<file path="config.mk">
export PLATFORM = sky130hd
export DESIGN_NAME = nsps_grid
export DESIGN_NICKNAME = d
export VERILOG_FILES = /design/src/sv/nearest_snap_point_search_assert.svh /design/src/sv/nsps_pkg.sv /design/src/sv/nsps_grid.sv
export SDC_FILE = /design/constraint.sdc
export NUM_CORES = 2
export LEC_CHECK = 0
export BUFFER_PORTS_ARGS = -buffer_cell sky130_fd_sc_hd__buf_4
export CORE_UTILIZATION = 40
export DETAILED_ROUTE_END_ITERATION = 10
export GPL_ROUTABILITY_DRIVEN = 0
export PLACE_DENSITY = 0.6
export SYNTH_ARGS = -nofsm -noshare
export SYNTH_HDL_FRONTEND = slang
export SYNTH_SLANG_ARGS = --single-unit
</file>
<file path="constraint.sdc">
create_clock -name i_clk -period 9.6 [get_ports i_clk]
set_clock_uncertainty 0.15 [all_clocks]
set_input_delay 0 -clock i_clk [delete_from_list [all_inputs] [get_ports i_clk]]
set_output_delay 0 -clock i_clk [all_outputs]
set_load 0.03 [all_outputs]
</file>
<file path="src/sv/nearest_snap_point_search_assert.svh">
// Assertion macros for the nearest snap point search block.
// Included by the top level; depends on nothing else.
`ifndef NEAREST_SNAP_POINT_SEARCH_ASSERT_SVH
`define NEAREST_SNAP_POINT_SEARCH_ASSERT_SVH
// Check that a condition implies a consequence in the same cycle.
`define NSPS_ASSERT_IMP(lbl, clk, rst_n, cond, cons, msg) \
    lbl: assert property (@(posedge clk) disable iff (!rst_n) (cond) |-> (cons)) \
        else $error(msg);
// Check that a condition implies a consequence in the following cycle.
`define NSPS_ASSERT_NEXT(lbl, clk, rst_n, cond, cons, msg) \
    lbl: assert property (@(posedge clk) disable iff (!rst_n) (cond) |=> (cons)) \
        else $error(msg);
`endif

</file>
<file path="src/sv/nsps_pkg.sv">
// Package for the nearest snap point search block: payload types, codes, states.
// Used by nsps_grid and nearest_snap_point_search; depends on nothing.
package nsps_pkg;

    localparam int TableDepth = 1024;
    localparam int AddrBits   = $clog2(TableDepth);
    localparam int CountBits  = AddrBits + 1;
    localparam int CoordBits  = 24;
    localparam int MeshBits   = 16;
    localparam int ElemBits   = 16;
    localparam int DistBits   = 50;
    localparam int StepBits   = 23;
    localparam int DiffBits   = CoordBits + 1;
    localparam int SqBits     = 2 * DiffBits;
    localparam int SumBits    = SqBits + 2;
    localparam int TagBits    = 2 + ElemBits + MeshBits;

    typedef enum logic [1:0] {
        REQ_CLEAR  = 2'd0,
        REQ_LOAD   = 2'd1,
        REQ_REMOVE = 2'd2,
        REQ_QUERY  = 2'd3
    } t_req;

    typedef enum logic [2:0] {
        SK_NONE   = 3'd0,
        SK_VERTEX = 3'd1,
        SK_EDGE   = 3'd2,
        SK_FACE   = 3'd3,
        SK_GRID   = 3'd4
    } t_snap_kind;

    localparam logic [1:0] PK_VERTEX = 2'd0;
    localparam logic [1:0] PK_EDGE   = 2'd1;
    localparam logic [1:0] PK_FACE   = 2'd2;
    localparam logic [1:0] PK_BAD    = 2'd3;

    typedef enum logic [2:0] {
        CFG_SNAP_EN   = 3'd0,
        CFG_OBJ_EN    = 3'd1,
        CFG_VERT_EN   = 3'd2,
        CFG_EDGE_EN   = 3'd3,
        CFG_FACE_EN   = 3'd4,
        CFG_GRID_EN   = 3'd5,
        CFG_GRID_STEP = 3'd6,
        CFG_TOL       = 3'd7
    } t_cfg_idx;

    typedef struct packed {
        logic [1:0]                  req_type;
        logic signed [CoordBits-1:0] pos_x;
        logic signed [CoordBits-1:0] pos_y;
        logic signed [CoordBits-1:0] pos_z;
        logic [1:0]                  point_kind;
        logic [MeshBits-1:0]         mesh_ident;
        logic [ElemBits-1:0]         element_number;
    } t_in_item;

    typedef struct packed {
        logic                        snapped;
        logic [2:0]                  snap_kind;
        logic signed [CoordBits-1:0] snap_x;
        logic signed [CoordBits-1:0] snap_y;
        logic signed [CoordBits-1:0] snap_z;
        logic [MeshBits-1:0]         hit_mesh;
        logic [ElemBits-1:0]         hit_element;
        logic [DistBits-1:0]         dist_sq;
    } t_out_item;

    typedef enum logic [3:0] {
        ST_IDLE,
        ST_SCAN,
        ST_RM_SCAN,
        ST_MAG,
        ST_DSQ,
        ST_SUM,
        ST_FETCH,
        ST_FETCH2,
        ST_GRID,
        ST_GSQ,
        ST_GSUM,
        ST_DONE
    } t_state;

    // Grid unit start / result handshake
    typedef struct packed {
        logic start;
        logic busy;
        logic done;
    } t_grid_ctl;

endpackage

</file>
<file path="src/sv/nsps_grid.sv">
// Grid rounding unit: one coordinate rounded to the nearest grid point by
// restoring division, one quotient bit a cycle. Depends on nsps_pkg.
module nsps_grid (
    input  logic                                 i_clk,
    input  logic                                 i_rst_n,
    input  logic                                 i_start,
    input  logic signed [nsps_pkg::CoordBits-1:0] i_pos,
    input  logic [nsps_pkg::StepBits-1:0]        i_step,
    output nsps_pkg::t_grid_ctl                  o_ctl,
    output logic signed [nsps_pkg::CoordBits-1:0] o_grid
);
    localparam int NumBits = nsps_pkg::CoordBits + 1;      // 2*|p| + step
    localparam int DenBits = nsps_pkg::StepBits + 1;       // 2*step
    localparam int CntBits = $clog2(NumBits + 1);
    localparam int ProdBits = NumBits + nsps_pkg::StepBits;

    logic [NumBits-1:0]   r_num, n_num;
    logic [DenBits-1:0]   r_den;
    logic [DenBits:0]     r_rem, n_rem;
    logic [NumBits-1:0]   r_quo, n_quo;
    logic [CntBits-1:0]   r_cnt;
    logic                 r_busy, r_mul, r_done, r_neg;
    logic [nsps_pkg::StepBits-1:0] r_step;
    logic [ProdBits-1:0]  r_prod;
    logic [DenBits:0]     w_trial;
    logic [nsps_pkg::CoordBits:0] w_abs;
    logic [nsps_pkg::StepBits-1:0] w_step;

    assign w_step = (i_step == '0) ? nsps_pkg::StepBits'(1) : i_step;
    assign w_abs  = i_pos[nsps_pkg::CoordBits-1]
                  ? (nsps_pkg::CoordBits+1)'(-{i_pos[nsps_pkg::CoordBits-1], i_pos})
                  : {1'b0, i_pos};

    // One restoring division step
    always_comb begin
        w_trial = {r_rem[DenBits-1:0], r_num[NumBits-1]};
        n_num   = {r_num[NumBits-2:0], 1'b0};
        if (w_trial >= {1'b0, r_den}) begin
            n_rem = w_trial - {1'b0, r_den};
            n_quo = {r_quo[NumBits-2:0], 1'b1};
        end else begin
            n_rem = w_trial;
            n_quo = {r_quo[NumBits-2:0], 1'b0};
        end
    end

    always_ff @(posedge i_clk) begin
        if (!i_rst_n) begin
            r_busy <= 1'b0;
            r_mul  <= 1'b0;
            r_done <= 1'b0;
            r_cnt  <= '0;
        end else begin
            r_done <= 1'b0;
            if (i_start) begin
                r_busy <= 1'b1;
                r_cnt  <= CntBits'(NumBits);
            end else if (r_busy) begin
                r_cnt <= r_cnt - 1'b1;
                if (r_cnt == CntBits'(1)) begin
                    r_busy <= 1'b0;
                    r_mul  <= 1'b1;
                end
            end else if (r_mul) begin
                r_mul  <= 1'b0;
                r_done <= 1'b1;
            end
        end
    end

    // Datapath: load, iterate, multiply back
    always_ff @(posedge i_clk) begin
        if (i_start) begin
            r_num  <= NumBits'({w_abs, 1'b0}) + NumBits'(w_step);
            r_den  <= {w_step, 1'b0};
            r_rem  <= '0;
            r_quo  <= '0;
            r_neg  <= i_pos[nsps_pkg::CoordBits-1];
            r_step <= w_step;
        end else if (r_busy) begin
            r_num <= n_num;
            r_rem <= n_rem;
            r_quo <= n_quo;
        end else if (r_mul) begin
            r_prod <= ProdBits'(r_quo) * ProdBits'(r_step);
        end
    end

    // Saturate to the signed coordinate range
    always_comb begin
        if (r_neg) begin
            if (r_prod > ProdBits'(1 << (nsps_pkg::CoordBits - 1)))
                o_grid = {1'b1, {(nsps_pkg::CoordBits-1){1'b0}}};
            else
                o_grid = nsps_pkg::CoordBits'(-r_prod);
        end else begin
            if (r_prod > ProdBits'((1 << (nsps_pkg::CoordBits - 1)) - 1))
                o_grid = {1'b0, {(nsps_pkg::CoordBits-1){1'b1}}};
            else
                o_grid = nsps_pkg::CoordBits'(r_prod);
        end
    end

    assign o_ctl.start = i_start;
    assign o_ctl.busy  = r_busy | r_mul;
    assign o_ctl.done  = r_done;
endmodule
</file>
==> flow_summary.rst <==
.. list-table::
   :header-rows: 1

   * - Metric
     - Value
   * - Result of the run
     - finished, final reports clean
   * - Number of buffers inserted during clock tree synthesis
     - 17
   * - Hold Vio Cnt, Final
     - 0
   * - CTS root buffer
     - sky130_fd_sc_hd__clkbuf_16
   * - Leakage
     - 14.4 nW
   * - Layout overhead on the synthesized area
     - 8.19%
   * - Mapped cell area
     - 27600 um2
   * - Post-synthesis sequential area ratio
     - 0.147
   * - CP top delay family
     - adder cells
   * - Fraction of layout cells with a size suffix above 1
     - 0.0647
   * - Area fraction in compound gates after synthesis
     - 0.0833
   * - Hold path start
     - i_pos[5]
   * - Final-report setup violation count
     - 0
   * - Violation count after the first detailed-route iteration
     - 1026
   * - Die Y-Extent
     - 265 um
   * - First-pass GRT wire length
     - 111000 um
   * - Unrepaired setup endpoints after global routing
     - false
   * - Worst min-delay path class
     - primary input to flip-flop
   * - Cell occurring most often along the worst timing path
     - sky130_fd_sc_hd__fa_1
   * - Overall track demand over capacity in global routing
     - 0.201
   * - Number of nets with antenna violations after detailed routing
     - 0
   * - Slowest cell on the critical path
     - sky130_fd_sc_hd__edfxtp_1
   * - Commonest cells after routing, fill and taps aside
     - 578 x sky130_fd_sc_hd__inv_1, 482 x sky130_fd_sc_hd__fa_1, 410 x sky130_fd_sc_hd__nand2_1
   * - Critical path capture point type
     - flip-flop
   * - Nets
     - 3786
   * - Maximum level of the CTS H-tree
     - 4
   * - Maximum single-stage delay on the critical path
     - 1.05 ns
   * - Half-perimeter wire length after detailed placement
     - 54300 um
   * - Worst R2R Start
     - r_den[9]
   * - P per Cell Area
     - 69.7 nW/um2
   * - Total Neg Setup Slack
     - 0 ns
   * - Largest family of logic cells by synthesized area
     - adder cells
   * - Initial Utilization
     - 0.407
   * - Worst setup startpoint
     - r_den[9]
   * - Synth Area in Simple Gates
     - 0.164
   * - CP Buf/Inv Count
     - 4
   * - Area fraction of the dominant cell type after synthesis
     - 0.350
   * - Count of synthesis-stage warnings from yosys
     - 0
   * - Number of antenna violations at the first check in global routing
     - 2
   * - Area of the placeable core
     - 67800 um2
   * - Syn Inst Count
     - 3026
   * - Leading post-synthesis cells by cell area
     - sky130_fd_sc_hd__fa_1 35%, sky130_fd_sc_hd__edfxtp_1 11%, sky130_fd_sc_hd__ha_1 10%
   * - Required time at the worst-slack endpoint
     - 9.68 ns
   * - Pin count of the biggest net entering global routing
     - 80
   * - Predominant post-synthesis flop cell
     - sky130_fd_sc_hd__edfxtp_1
   * - Gates resized, CTS repair
     - 0
   * - Biggest area consumer among synthesized cells
     - sky130_fd_sc_hd__fa_1
   * - Number of enable flip-flop cells after synthesis
     - 97
   * - Kind of critical path
     - flip-flop to flip-flop
   * - Register bit count reported by yosys
     - 154
   * - Vias after detailed routing
     - 20066
   * - Buffer count from post-CTS setup fixing
     - 0
   * - Multiplexer share of the synthesized area
     - 0.0222
   * - Clock sinks
     - 154
   * - Row count
     - 95
   * - Maximum clock frequency
     - 121 MHz
   * - Most common library cell in the layout ignoring fill and taps
     - sky130_fd_sc_hd__inv_1
   * - Relative max-transition margin
     - 0.173
   * - Clock tree from TritonCTS
     - yes
   * - Vias in the first global route
     - 20513
   * - Die area
     - 70100 um2
   * - Worst skew pair latency
     - 0.49 ns
   * - Detail-routed via count per cell
     - 5.12
   * - Synth Area in Adders
     - 0.451
   * - Arr. time, crit path
     - 8.36 ns
   * - Number of cells after detailed placement
     - 3856
   * - Maximum fanout along the worst path
     - 26
   * - Period utilisation layout
     - 0.863
   * - Count of inserted antenna diode cells
     - 0
   * - Final slew viol count
     - 0
   * - Peak supply drop
     - 107 uV
   * - Synth async-reset ratio
     - 0
   * - Post-route minimum period
     - 8.28 ns
   * - Clock-pin slew on the worst setup and hold paths
     - 0.07 ns
   * - Distinct cell type count after synthesis
     - 70
   * - XOR/XNOR share of the synthesized area
     - 0.0327
   * - Critical path launch point type
     - flip-flop
   * - Max Buffers Root-to-Sink
     - 2
   * - Pin slew with the least headroom to its limit
     - 1.24 ns
   * - Number of input and output port buffers inserted
     - 76
   * - Avg Inst Size Synth
     - 9.12 um2
   * - Net count after synthesis
     - 3781
   * - DIE WIDTH
     - 265 um
   * - Total global routing overflow
     - 0
   * - Iteration count of the initial detailed-routing pass
     - 5
   * - Number of top-level pins
     - 77
   * - Number of standard cells in the layout, taps in and fillers out
     - 3917
   * - Routed WL
     - 68200 um
   * - Average wire per standard cell
     - 17.4 um
   * - Number of hold buffers added after CTS
     - 29
   * - DRC Markers
     - 0
   * - Max cap viols
     - 0
   * - Series of cell instances along the critical path
     - nand2_1 > fa_1 > fa_1 > inv_1 > fa_1 > fa_1 > fa_1 > fa_1 > inv_1 > fa_1 > inv_1 > ha_1 > and4_1 > and3_1 > nand3_1 > a311oi_1 > buf_4 > o221ai_1 > o211ai_1 > a21o_1 > nor4_1 > a211o_1
cells by family (layout without fill, tap and decap cells):
group / Yosys count / after routing
AND/OR/NAND/NOR: 928 / 928
XOR/XNOR: 103 / 103
adder cells (fa/ha/maj): 705 / 705
buffers and inverters: 739 / 757
flip-flops: 154 / 154
AO/OA/AOI/OAI: 339 / 339
multiplexers: 58 / 58
synthesized netlist by cell type (32+ instances only):
cell type / count
sky130_fd_sc_hd__inv_1: 578
sky130_fd_sc_hd__fa_1: 482
sky130_fd_sc_hd__nand2_1: 410
sky130_fd_sc_hd__and2_1: 254
sky130_fd_sc_hd__ha_1: 223
sky130_fd_sc_hd__clkbuf_1: 147
sky130_fd_sc_hd__nor2_1: 115
sky130_fd_sc_hd__edfxtp_1: 97
sky130_fd_sc_hd__a21oi_1: 77
sky130_fd_sc_hd__xnor2_1: 71
sky130_fd_sc_hd__o21ai_0: 59
sky130_fd_sc_hd__dfxtp_1: 57
sky130_fd_sc_hd__a21o_1: 48
sky130_fd_sc_hd__a211oi_1: 35
sky130_fd_sc_hd__mux2i_1: 35
sky130_fd_sc_hd__xor2_1: 32
layout make-up:
| cell class | instances | area [um2] |
|---|---|---|
| fill | 6677 | 37900 |
| clock buffer | 19 | 464 |
| inverter | 578 | 2170 |
| tap | 873 | 1090 |
| timing repair buffer | 147 | 1180 |
| multi-input combinational | 2133 | 20800 |
| sequential | 154 | 4060 |
| clock inverter | 13 | 134 |
metrics by stage:
step	util	total power, mW	hold slack, ns	cell area [um2]	setup WS, ns
floorplan	-	1.22	-0.0511	27600	2.54
global placement	0.428	1.38	0.0603	29000	1.42
detailed placement	0.428	1.38	0.0635	29000	1.41
CTS	0.441	2.10	0.0666	29900	1.38
global route	0.441	2.19	0.110	29900	0.947
finish	0.441	2.08	0.0926	29900	1.32
registers in the layout, summed over array words and instances (netlist names):
signal / count
r_prod: 48
r_num: 25
r_done: 1
r_den: 23
r_quo: 25
r_neg: 1
r_rem: 24
r_busy: 1
r_cnt: 5
r_mul: 1
report_power, final:
part / internal [mW] / switching, mW
clock: 0.368 / 0.334
combinational: 0.239 / 0.303
sequential: 0.761 / 0.0769
worst min-delay path, delay by kind of cell:
family,cells,cell delay [ns]
buffers and inverters,1,0.10
adders and majority gates,1,0.17
xor gates and xnor gates,2,0.22
muxes,1,0.13
worst paths after layout:
path | endpoint | slack, ns | cells after the start
worst min-delay path | r_num[6] | 0.09 | 5
worst max-delay path | r_prod[45] | 1.32 | 22
worst min register to register | r_rem[7] | 0.35 | 2
worst max register to register | r_prod[45] | 1.32 | 22
metal layers:
metal	part of all wire	GRT usage
met1	0.46	0.277
met2	0.47	0.328
met3	0.048	0.0296
met4	0.022	0.0626
met5	0	0
No activity file was read; power rests on OpenSTA's default activity.
